File: src/hw/rtl/ffa_pkg.sv
// ----------------------------------------------------------------------------
// ffa_pkg
// Shared types and constants of the first-fit free-list allocator.
// ----------------------------------------------------------------------------
package ffa_pkg;

  localparam int HEAP_UNITS   = 4096;
  localparam int UNIT_BYTES   = 16;
  localparam int PAGE_BYTES   = 4096;
  localparam int ADDR_W       = 12;
  localparam int SIZE_W       = 13;
  localparam int UNIT_SHIFT   = $clog2(UNIT_BYTES);
  localparam int PAGE_UNITS   = PAGE_BYTES / UNIT_BYTES;
  localparam int PAGE_SHIFT   = $clog2(PAGE_UNITS);
  localparam int WALK_LIMIT   = 2 * HEAP_UNITS + 4;
  localparam int STEP_W       = $clog2(WALK_LIMIT + 2);
  localparam int LIMIT_RESET  = 4096;

  localparam logic OPER_ALLOC = 1'b0;
  localparam logic OPER_FREE  = 1'b1;

  // Controller states; the datapath command carries the same codes
  typedef enum logic [3:0] {
    ST_IDLE,
    ST_T_START,
    ST_T_FIRST,
    ST_T_CHECK,
    ST_T_SPLIT,
    ST_PF_START,
    ST_PF_WALK,
    ST_PF_RDB,
    ST_PF_RDN,
    ST_PF_WP,
    ST_G_RD,
    ST_G_NEXT,
    ST_DONE
  } ffa_state_t;

  typedef struct packed {
    ffa_state_t step;     // work step the datapath performs this cycle
    logic       load;     // take a new transaction
    logic       out_load; // move the result into the output register
  } ffa_cmd_t;

  typedef struct packed {
    logic is_free;
    logic null_free;
    logic fit;
    logic exact;
    logic at_rover;
    logic grow_ok;
    logic t_over;
    logic f_over;
    logic found;
    logic brk_ok;
  } ffa_status_t;

endpackage

File: src/hw/rtl/ffa_ctrl.sv
// ----------------------------------------------------------------------------
// ffa_ctrl
// Sequencer for allocate and free transactions and the output valid flag.
// ----------------------------------------------------------------------------
module ffa_ctrl (
  input  logic                 clk,
  input  logic                 rst,
  input  logic                 s_tvalid,
  output logic                 s_tready,
  output logic                 m_tvalid,
  input  logic                 m_tready,
  input  ffa_pkg::ffa_status_t st,
  output ffa_pkg::ffa_cmd_t    cmd
);
  import ffa_pkg::*;

  ffa_state_t state, state_next;
  logic       from_grow, from_grow_next;
  ffa_state_t pf_ret;

  // Hold state
  always_ff @(posedge clk) begin
    if (rst) begin
      state     <= ST_IDLE;
      from_grow <= 1'b0;
      m_tvalid  <= 1'b0;
    end else begin
      state     <= state_next;
      from_grow <= from_grow_next;
      if (cmd.out_load) m_tvalid <= 1'b1;
      else if (m_tready) m_tvalid <= 1'b0;
    end
  end

  assign pf_ret = from_grow ? ST_G_RD : ST_DONE;

  // Advance the sequence
  always_comb begin
    state_next     = state;
    from_grow_next = from_grow;
    s_tready       = 1'b0;
    cmd.step       = state;
    cmd.load       = 1'b0;
    cmd.out_load   = 1'b0;
    case (state)
      ST_IDLE: begin
        s_tready       = 1'b1;
        from_grow_next = 1'b0;
        if (s_tvalid) begin
          cmd.load = 1'b1;
          if (st.is_free) state_next = st.null_free ? ST_DONE : ST_PF_START;
          else state_next = ST_T_START;
        end
      end
      ST_T_START: state_next = ST_T_FIRST;
      ST_T_FIRST: state_next = ST_T_CHECK;
      ST_T_CHECK: begin
        if (st.fit) begin
          state_next = st.exact ? ST_DONE : ST_T_SPLIT;
        end else if (st.at_rover) begin
          if (st.grow_ok) begin
            state_next     = ST_PF_START;
            from_grow_next = 1'b1;
          end else begin
            state_next = ST_DONE;
          end
        end else if (st.t_over) begin
          state_next = ST_DONE;
        end
      end
      ST_T_SPLIT:  state_next = ST_DONE;
      ST_PF_START: state_next = ST_PF_WALK;
      ST_PF_WALK: begin
        if (st.found) state_next = ST_PF_RDB;
        else if (st.f_over) state_next = pf_ret;
      end
      ST_PF_RDB: state_next = ST_PF_RDN;
      ST_PF_RDN: state_next = ST_PF_WP;
      ST_PF_WP:  state_next = pf_ret;
      ST_G_RD:   state_next = ST_G_NEXT;
      ST_G_NEXT: state_next = st.t_over ? ST_DONE : ST_T_CHECK;
      ST_DONE: begin
        if (!m_tvalid || m_tready) begin
          cmd.out_load = 1'b1;
          state_next   = ST_IDLE;
        end
      end
      default: state_next = ST_IDLE;
    endcase
  end

endmodule

File: config.mk
export PLATFORM = sky130hd
export DESIGN_NAME = ffa_ctrl
export DESIGN_NICKNAME = d
export VERILOG_FILES = /design/src/hw/rtl/ffa_pkg.sv /design/src/hw/rtl/ffa_ctrl.sv
export SDC_FILE = /design/constraint.sdc
export NUM_CORES = 1
export LEC_CHECK = 0
export ABC_AREA = 0
export BUFFER_PORTS_ARGS = -buffer_cell sky130_fd_sc_hd__buf_2
export CELL_PAD_IN_SITES_DETAIL_PLACEMENT = 1
export CELL_PAD_IN_SITES_GLOBAL_PLACEMENT = 2
export CORE_ASPECT_RATIO = 1.4
export CORE_MARGIN = 3
export CORE_UTILIZATION = 26
export CTS_CLUSTER_SIZE = 14
export DETAILED_ROUTE_END_ITERATION = 16
export PLACE_DENSITY_LB_ADDON = 0.1
export SLEW_MARGIN = 10
export SYNTH_ARGS = -nofsm -noshare
export SYNTH_HDL_FRONTEND = slang
export SYNTH_SLANG_ARGS = --single-unit
File: constraint.sdc
create_clock -name clk -period 2.1 [get_ports clk]
set_input_delay 0.21 -clock clk [delete_from_list [all_inputs] [get_ports clk]]
set_output_delay 0.21 -clock clk [all_outputs]
set_load 0.1 [all_outputs]
==> impl_metrics.env, run 1 <==
export IMPL_status="completed"
export IMPL_netlist_area_um2=602
export IMPL_path_class="register to primary output"
export IMPL_hold_ws_ns=0.245
export IMPL_worstMarginPinSlew_ns=0.485
export IMPL_yosys_top_cells_area="dfxtp_1 (20%), a211oi_1 (5.0%), a21oi_1 (4.2%), nand3b_1 (3.7%), nand4bb_1 (3.7%)"
export IMPL_gp_congestion=0.697
export IMPL_start_kind="register"
export IMPL_drt_iter0_drc=12
export IMPL_cts_tree="done"
export IMPL_layout_drive_gt1_share=0.455
export IMPL_synth_top_cell_by_area="dfxtp_1"
export IMPL_synth_edff_count=0
export IMPL_track_usage=0.125
export IMPL_clkSinkCount=6
export IMPL_n_antenna_cell=0
export IMPL_routedWlPerCell_um=15.5
export IMPL_clock_insertion_delay_worst_skew_ns=0.24
export IMPL_post_route_period_util=0.921
export IMPL_max_freq_mhz=517
export IMPL_antenna_found_initial=0
export IMPL_required_ns=1.89
export IMPL_initial_core_util=0.276
export IMPL_setup_viol=0
export IMPL_htree_levels=1
export IMPL_async_flop_share=0
export IMPL_maxCapViolCount=0
export IMPL_critical_path_slowest_cell="or4_4"
export IMPL_postCtsSetupBuffers=0
export IMPL_cts_clk_slew_worst_paths_ns=0.05
export IMPL_hold_violations=0
export IMPL_cts_hold_buf=0
export IMPL_synth_ff_type="dfxtp_1"
export IMPL_min_path_type="input pin to register"
export IMPL_vias=614
export IMPL_root_buffer="clkbuf_4"
export IMPL_yosysWarnings=0
export IMPL_final_max_slew_viol_count=0
export IMPL_syn_inst=69
export IMPL_routed_wl_um=1700
export IMPL_yosysMostFrequentCell="dfxtp_1"
export IMPL_clock_skew_final_ns=0.00148
export IMPL_yosysUniqueCellTypes=37
export IMPL_fin_crit_ns=1.93
export IMPL_setup_tns_ns=0
export IMPL_drt_vias_per_instance=5.58
export IMPL_die_w_um=46.7
export IMPL_grt_pass1_wl_um=2730
export IMPL_placed_area_um2=742
export IMPL_cts_buffers=3
export IMPL_std_cell_rows=20
export IMPL_fillers=266
export IMPL_grt_pass1_vias=621
export IMPL_critPathTopFamily="simple AND/OR/NAND/NOR gates"
export IMPL_design_area_um2=764
export IMPL_avgSynthCellArea_um2=8.72
export IMPL_synth_top_cells_by_count="dfxtp_1 (6), a21oi_1 (5), a211oi_1 (4), buf_2 (4), nor2_1 (4)"
export IMPL_drc=0
export IMPL_grt_max_degree=18
export IMPL_grt_ovfl_total=0
export IMPL_endpoint_kind="primary output"
export IMPL_max_slew_margin_rel=0.679
export IMPL_ys_seq_elements=6
export IMPL_critPathBufInv=2
export IMPL_fp_dieH_um=62.9
export IMPL_multi_input_area_um2=457
export IMPL_clockBufferDepth=2
export IMPL_area_growth_syn_to_layout_pct=27.0
export IMPL_ys_seq_area_frac=0.200
export IMPL_critPathMaxStageDelay_ns=0.60
export IMPL_fin_nets=104
export IMPL_seq_area_um2=125
export IMPL_die_area_mm2=0.00294
export IMPL_rsz0062_at_grt="false"
export IMPL_port_buffers=20
export IMPL_crit_arrival_ns=1.72
export IMPL_ant_nets=0
export IMPL_syn_nets=83
export IMPL_core_mm2=0.00218
export IMPL_synth_top_cell_area_share=0.200
export IMPL_hpwl_um=1320
export IMPL_firstDrtPassIters=4
export IMPL_worstPathCellList="or4_4 > inv_4 > buf_2"
export IMPL_postCtsResizedCells=0
export IMPL_cp_max_fo=15
export IMPL_io_pins=22
per-stage QoR:
step            util  setup slack, ns  cells
6_report       0.351            0.166    110
3_5_place_dp   0.341            0.413    107
3_3_place_gp   0.341            0.421    107
5_1_grt        0.351            0.113    110
2_1_floorplan      -            0.138     69
4_1_cts        0.351            0.153    110
final cells by class:
class                   count  area share
flip-flops and latches      6       0.164
well taps                  22      0.0360
clock buffers               3      0.0295
multi-input cells          55       0.597
inverters                   4      0.0229
repair buffers             20       0.151
cell usage in the layout (no fill, tap or decap), types with 2 or more instances in the layout:
cell type and instances:
nor2_1 4, nor3_1 3, buf_2 19, dfxtp_1 2, a211oi_1 4, clkbuf_4 3, dfxtp_2 4, nand3b_1 3
inv_1 2, nand4bb_1 2, o211a_1 2, nor3b_1 2, a21oi_1 5, nand2b_1 3, nor2b_4 2, nand2_1 3
o21ai_0 2
path summary, 6_finish.rpt:
path | start | to | slack (ns) | cells after the start
hold reg to reg | from_grow | from_grow | 0.58 | 2
setup / recovery | state[2] | s_tready | 0.17 | 3
setup reg to reg | state[1] | state[3] | 0.47 | 4
hold / removal | rst | state[3] | 0.25 | 2
layer usage:
| layer | share of wire | track usage | wire (um) |
|---|---|---|---|
| met5 | 0 | 0 | 0 |
| met4 | 0.0088 | 0.0519 | 15 |
| met3 | 0.059 | 0.00865 | 100 |
| met2 | 0.50 | 0.207 | 856 |
| met1 | 0.43 | 0.158 | 730 |
sequential cells by signal (all words and copies together) (netlist names):
register and cells:
from_grow 1, m_tvalid 1, state 4
cells by family after synthesis:
kind of cell / Yosys count / share of synthesized area
simple gates: 33 / 0.420
compound gates: 22 / 0.322
buf+inv: 8 / 0.0582
flops: 6 / 0.200
worst reg2reg max path: cells and delay by family, from the launching register on:
family / cells / cell delay [ns]
compound gates: 2 / 0.54
simple gates: 2 / 0.50
flops: 1 / 0.50
Power of run 1 is not shown: default switching activity piles up to over one toggle a cycle in this logic, so the estimate is an artifact.
==> inputs of run 2 (changes only) <==
--- a/constraint.sdc
+++ b/constraint.sdc
@@ -3,2 +3,2 @@
 set_output_delay 0.21 -clock clk [all_outputs]
-set_load 0.1 [all_outputs]
+set_load 0.005 [all_outputs]
==> run 2 against run 1 <==
Net effect:
- setup slack better by 0.12 ns
- critical path depth rose by 1
- first-iteration DRC count rose by 42%
- non-clock buffer count is 2 higher
- die area stayed put
- final area fell by 2.3%
- via count grew 2.1%
- global-route usage rose by 0.43 points
- worst hold slack gained 0.0026 ns
- fmax is 6.9% higher
- register-to-register slack worse by 0.09 ns
- critical endpoint is now cmd[1]
- highest routed layer unchanged
==> impl_metrics.env, run 2 (synthesis results as in run 1) <==
export IMPL_status="completed"
export IMPL_grt_max_degree=18
export IMPL_top_regs="state: 4 flops, from_grow: 1 flops, m_tvalid: 1 flops"
export IMPL_largest_register="state"
export IMPL_final_max_slew_viol_count=0
export IMPL_cts_buffers=3
export IMPL_root_buffer="clkbuf_4"
export IMPL_post_route_period_util=0.862
export IMPL_leakagePower_nw=0.310
export IMPL_worstMarginPinSlew_ns=0.524
export IMPL_comb_power_share=0.610
export IMPL_path_class="register to primary output"
export IMPL_design_area_um2=747
export IMPL_endpoint_kind="primary output"
export IMPL_max_slew_margin_rel=0.650
export IMPL_postCtsResizedCells=0
export IMPL_cts_clk_slew_worst_paths_ns=0.05
export IMPL_ff2ff_path_depth=4
export IMPL_n_antenna_cell=0
export IMPL_htree_levels=1
export IMPL_grt_pass1_wl_um=2880
export IMPL_cts_tree="done"
export IMPL_clock_insertion_delay_worst_skew_ns=0.25
export IMPL_placed_area_um2=724
export IMPL_critPathMaxStageDelay_ns=0.62
export IMPL_pwr_share_clk=0.113
export IMPL_rsz0062_at_grt="false"
export IMPL_switching_power_w=0.000428
export IMPL_cp_max_fo=15
export IMPL_postCtsSetupBuffers=0
export IMPL_initial_core_util=0.276
export IMPL_io_pins=22
export IMPL_antenna_found_initial=0
export IMPL_cts_hold_buf=0
export IMPL_hpwl_um=1400
export IMPL_grt_pass1_vias=640
export IMPL_area_growth_syn_to_layout_pct=24.1
export IMPL_worstPathCellList="or4_4 > inv_2 > and2_1 > buf_2"
export IMPL_vias=627
export IMPL_die_w_um=46.7
export IMPL_std_cell_rows=20
export IMPL_required_ns=1.89
export IMPL_clock_skew_final_ns=0.00311
export IMPL_routed_wl_um=1740
export IMPL_setup_tns_ns=0
export IMPL_p_int_w=0.000545
export IMPL_layout_drive_gt1_share=0.400
export IMPL_drt_vias_per_instance=5.60
export IMPL_p_sw_frac=0.440
export IMPL_seqPwrFrac=0.277
export IMPL_start_kind="register"
export IMPL_maxCapViolCount=0
export IMPL_gp_congestion=0.697
export IMPL_whs_path_depth=2
export IMPL_die_area_mm2=0.00294
export IMPL_hold_ws_ns=0.248
export IMPL_p_per_area_mw_per_mm2=1300
export IMPL_routedWlPerCell_um=15.6
export IMPL_critical_path_slowest_cell="or4_4"
export IMPL_core_mm2=0.00218
export IMPL_hold_violations=0
export IMPL_vdd_drop_max_uv=353
export IMPL_firstDrtPassIters=4
export IMPL_grt_ovfl_total=0
export IMPL_fin_crit_ns=1.81
export IMPL_clkSinkCount=6
export IMPL_final_common_cell="buf_2"
export IMPL_largest_reg_flops=4
export IMPL_track_usage=0.129
export IMPL_min_path_type="input pin to register"
export IMPL_max_freq_mhz=552
export IMPL_fin_nets=106
export IMPL_port_buffers=20
export IMPL_drc=0
export IMPL_clockBufferDepth=2
export IMPL_setup_viol=0
export IMPL_ant_nets=0
export IMPL_drt_iter0_drc=17
export IMPL_crit_arrival_ns=1.60
export IMPL_fp_dieH_um=62.9
export IMPL_final_cell_mix="buf_2 (20), dfxtp_1 (6), a21oi_1 (5)"
## run 2: metal layers
layer,global-route usage,wire length [um],share of wire
met2,0.222,881,0.51
met3,0.0173,89,0.051
met4,0.0519,33,0.019
met5,0,0,0
met1,0.151,737,0.42
## run 2: worst paths after layout
kind	start	to	slack (ns)
worst min register to register	m_tvalid	m_tvalid	0.58
worst max-delay path	state[2]	cmd[1]	0.29
worst min-delay path	rst	state[3]	0.25
worst max register to register	state[3]	state[3]	0.38
## run 2: cell type report
cell class,instances,area (um2)
fillers,285,1430
multi-input cells,55,447
flip-flops and latches,6,120
repair buffers,22,115
well taps,22,27.5
clock buffers,3,22.5
inverters,4,15.0
## run 2: power groups by stage
stage | logic (W) | registers, W | clock network [W]
floorplan | 0.000485 | 0.000203 | 0
global placement | 0.000598 | 0.000276 | 0
detailed placement | 0.000607 | 0.000272 | 0
CTS | 0.000609 | 0.000270 | 0.000114
global route | 0.000658 | 0.000285 | 0.000124
finish | 0.000594 | 0.000270 | 0.000110
## run 2: through the flow
| step | total power, W | cells | setup slack, ns | utilization |
|---|---|---|---|---|
| after global placement | 0.000874 | 109 | 0.373 | 0.333 |
| after floorplan | 0.000688 | 69 | 0.646 | - |
| after CTS | 0.000993 | 112 | 0.268 | 0.343 |
| after global routing | 0.00107 | 112 | 0.173 | 0.343 |
| after detailed placement | 0.000879 | 109 | 0.362 | 0.333 |
| final | 0.000974 | 112 | 0.290 | 0.343 |
## run 2: critical path, delay by kind of cell (launching register included)
kind | cells | cell delay, ns
AND/OR/NAND/NOR | 2 | 0.73
buffers and inverters | 2 | 0.17
flip-flops | 1 | 0.45
No activity file was read; power rests on OpenSTA's default activity.
==> inputs of run 3 (changes only) <==
Settings changed: CELL_PAD_IN_SITES_DETAIL_PLACEMENT 1 to unset, CELL_PAD_IN_SITES_GLOBAL_PLACEMENT 2 to unset, CORE_AREA set to 3 3 40 42, CORE_ASPECT_RATIO 1.4 to unset, CORE_MARGIN 3 to unset, CORE_UTILIZATION 26 to unset, DIE_AREA set to 0 0 43 45, PLACE_DENSITY set to 0.74, PLACE_DENSITY_LB_ADDON 0.1 to unset.
==> run 3 against run 2 <==
Net effect:
- combinational power decreased by 11%
- sequential share of layout area is 0.53 points higher
- non-clock buffer count shrank 2
==> impl_metrics.env, run 3 (synthesis results as in run 1) <==
export IMPL_antenna_found_initial=0
export IMPL_clock_skew_final_ns=0.000557
export IMPL_start_kind="register"
export IMPL_post_route_period_util=0.850
export IMPL_drc=0
export IMPL_largest_reg_flops=4
export IMPL_regToRegSetupSlack_ns=0.34
export IMPL_vias=621
export IMPL_grt_max_degree=18
export IMPL_leakagePower_nw=0.300
export IMPL_std_cell_rows=13
export IMPL_io_pins=22
export IMPL_p_int_w=0.000527
export IMPL_gp_congestion=0.752
export IMPL_die_w_um=43
export IMPL_die_area_mm2=0.00194
export IMPL_clockBufferDepth=2
export IMPL_setup_viol=0
export IMPL_cts_hold_buf=0
export IMPL_grt_pass1_wl_um=2320
export IMPL_worstReg2RegStart="state[1]"
export IMPL_ant_nets=0
export IMPL_drt_iter0_drc=18
export IMPL_crit_arrival_ns=1.57
export IMPL_max_freq_mhz=560
export IMPL_vdd_drop_max_uv=449
export IMPL_routedWlPerCell_um=14.3
export IMPL_worstSetupStartpoint="state[2]"
export IMPL_cts_clk_slew_worst_paths_ns=0.04
export IMPL_pwr_share_clk=0.112
export IMPL_hold_start="rst"
export IMPL_cts_buffers=3
export IMPL_whs_endpoint="state[3]"
export IMPL_n_antenna_cell=0
export IMPL_fin_nets=104
export IMPL_p_per_area_mw_per_mm2=1280
export IMPL_p_sw_frac=0.432
export IMPL_fin_util=0.563
export IMPL_endpoint_kind="primary output"
export IMPL_cp_max_fo=15
export IMPL_htree_levels=1
export IMPL_seqPwrFrac=0.320
export IMPL_final_common_cell="buf_2"
export IMPL_multi_input_area_um2=447
export IMPL_status="completed"
export IMPL_worstMarginPinSlew_ns=0.568
export IMPL_top_regs="state: 4 flops, from_grow: 1 flops, m_tvalid: 1 flops"
export IMPL_design_area_um2=723
export IMPL_setup_tns_ns=0
export IMPL_port_buffers=20
export IMPL_rsz0062_at_grt="false"
export IMPL_root_buffer="clkbuf_4"
export IMPL_maxCapViolCount=0
export IMPL_path_class="register to primary output"
export IMPL_seq_area_um2=120
export IMPL_track_usage=0.157
export IMPL_fp_dieH_um=45
export IMPL_timing_rr_end="state[3]"
export IMPL_switching_power_w=0.000401
export IMPL_cts_tree="done"
export IMPL_required_ns=1.89
export IMPL_grt_pass1_vias=568
export IMPL_core_mm2=0.00128
export IMPL_grt_ovfl_total=0
export IMPL_routed_wl_um=1470
export IMPL_hold_violations=0
export IMPL_postCtsSetupBuffers=0
export IMPL_drt_vias_per_instance=6.03
export IMPL_final_cell_mix="buf_2 (20), dfxtp_1 (6), a21oi_1 (5)"
export IMPL_fin_crit_ns=1.78
export IMPL_layout_drive_gt1_share=0.386
export IMPL_area_growth_syn_to_layout_pct=20.2
export IMPL_hpwl_um=1080
export IMPL_firstDrtPassIters=4
export IMPL_comb_power_share=0.568
export IMPL_final_max_slew_viol_count=0
export IMPL_layout_setup_ws_ns=0.316
export IMPL_largest_register="state"
export IMPL_ff2ff_path_depth=4
export IMPL_fillers=121
export IMPL_clkSinkCount=6
export IMPL_max_slew_margin_rel=0.621
export IMPL_place_ws_ns=0.355
export IMPL_clock_insertion_delay_worst_skew_ns=0.24
export IMPL_placed_area_um2=701
export IMPL_postCtsResizedCells=0
export IMPL_whs_path_depth=2
export IMPL_min_path_type="input pin to register"
export IMPL_initial_core_util=0.468
==> run 3: cell count changes in the layout (fill, tap and decap cells not counted) <==
| cell | delta |
|---|---|
| buf_4 | -2 |
==> run 3: power groups by stage <==
stage / Combinational [W] / Clock (W) / Sequential [W]
3_5_place_dp: 0.000532 / 0 / 0.000298
4_1_cts: 0.000532 / 0.000106 / 0.000297
3_3_place_gp: 0.000525 / 0 / 0.000294
5_1_grt: 0.000578 / 0.000110 / 0.000315
6_report: 0.000527 / 0.000104 / 0.000297
2_1_floorplan: 0.000485 / 0 / 0.000203
==> run 3: worst max-delay path by stage <==
| stage | to | slack, ns |
|---|---|---|
| floorplan | state[2] | 0.65 |
| global placement | state[3] | 0.38 |
| detailed placement | state[3] | 0.36 |
| CTS | cmd[1] | 0.30 |
| global route | cmd[1] | 0.22 |
| finish | cmd[1] | 0.32 |
==> run 3: routing by layer <==
metal | wire, um | global-route usage
met3 | 85 | 0.0359
met5 | 0 | 0
met4 | 0 | 0.0361
met2 | 728 | 0.287
met1 | 653 | 0.186
==> run 3: layout make-up <==
cell class                 count  area share
timing repair buffer          20       0.138
inverter                       4      0.0208
sequential                     6       0.166
tap                           15      0.0260
clock buffer                   3      0.0311
multi-input combinational     55       0.618
==> run 3: stage by stage <==
stage / power, W / hold WS, ns / cells
6_report: 0.000928 / 0.246 / 103
2_1_floorplan: 0.000688 / 0.276 / 69
4_1_cts: 0.000935 / 0.241 / 103
3_5_place_dp: 0.000830 / 0.499 / 100
5_1_grt: 0.00100 / 0.252 / 103
3_3_place_gp: 0.000819 / 0.493 / 100
==> run 3: critical path, cell delays in order, from the launching register on <==
cell     delay (ns)
dfxtp_1        0.45
or4_4          0.62
inv_2          0.06
and2_1         0.11
buf_2          0.10
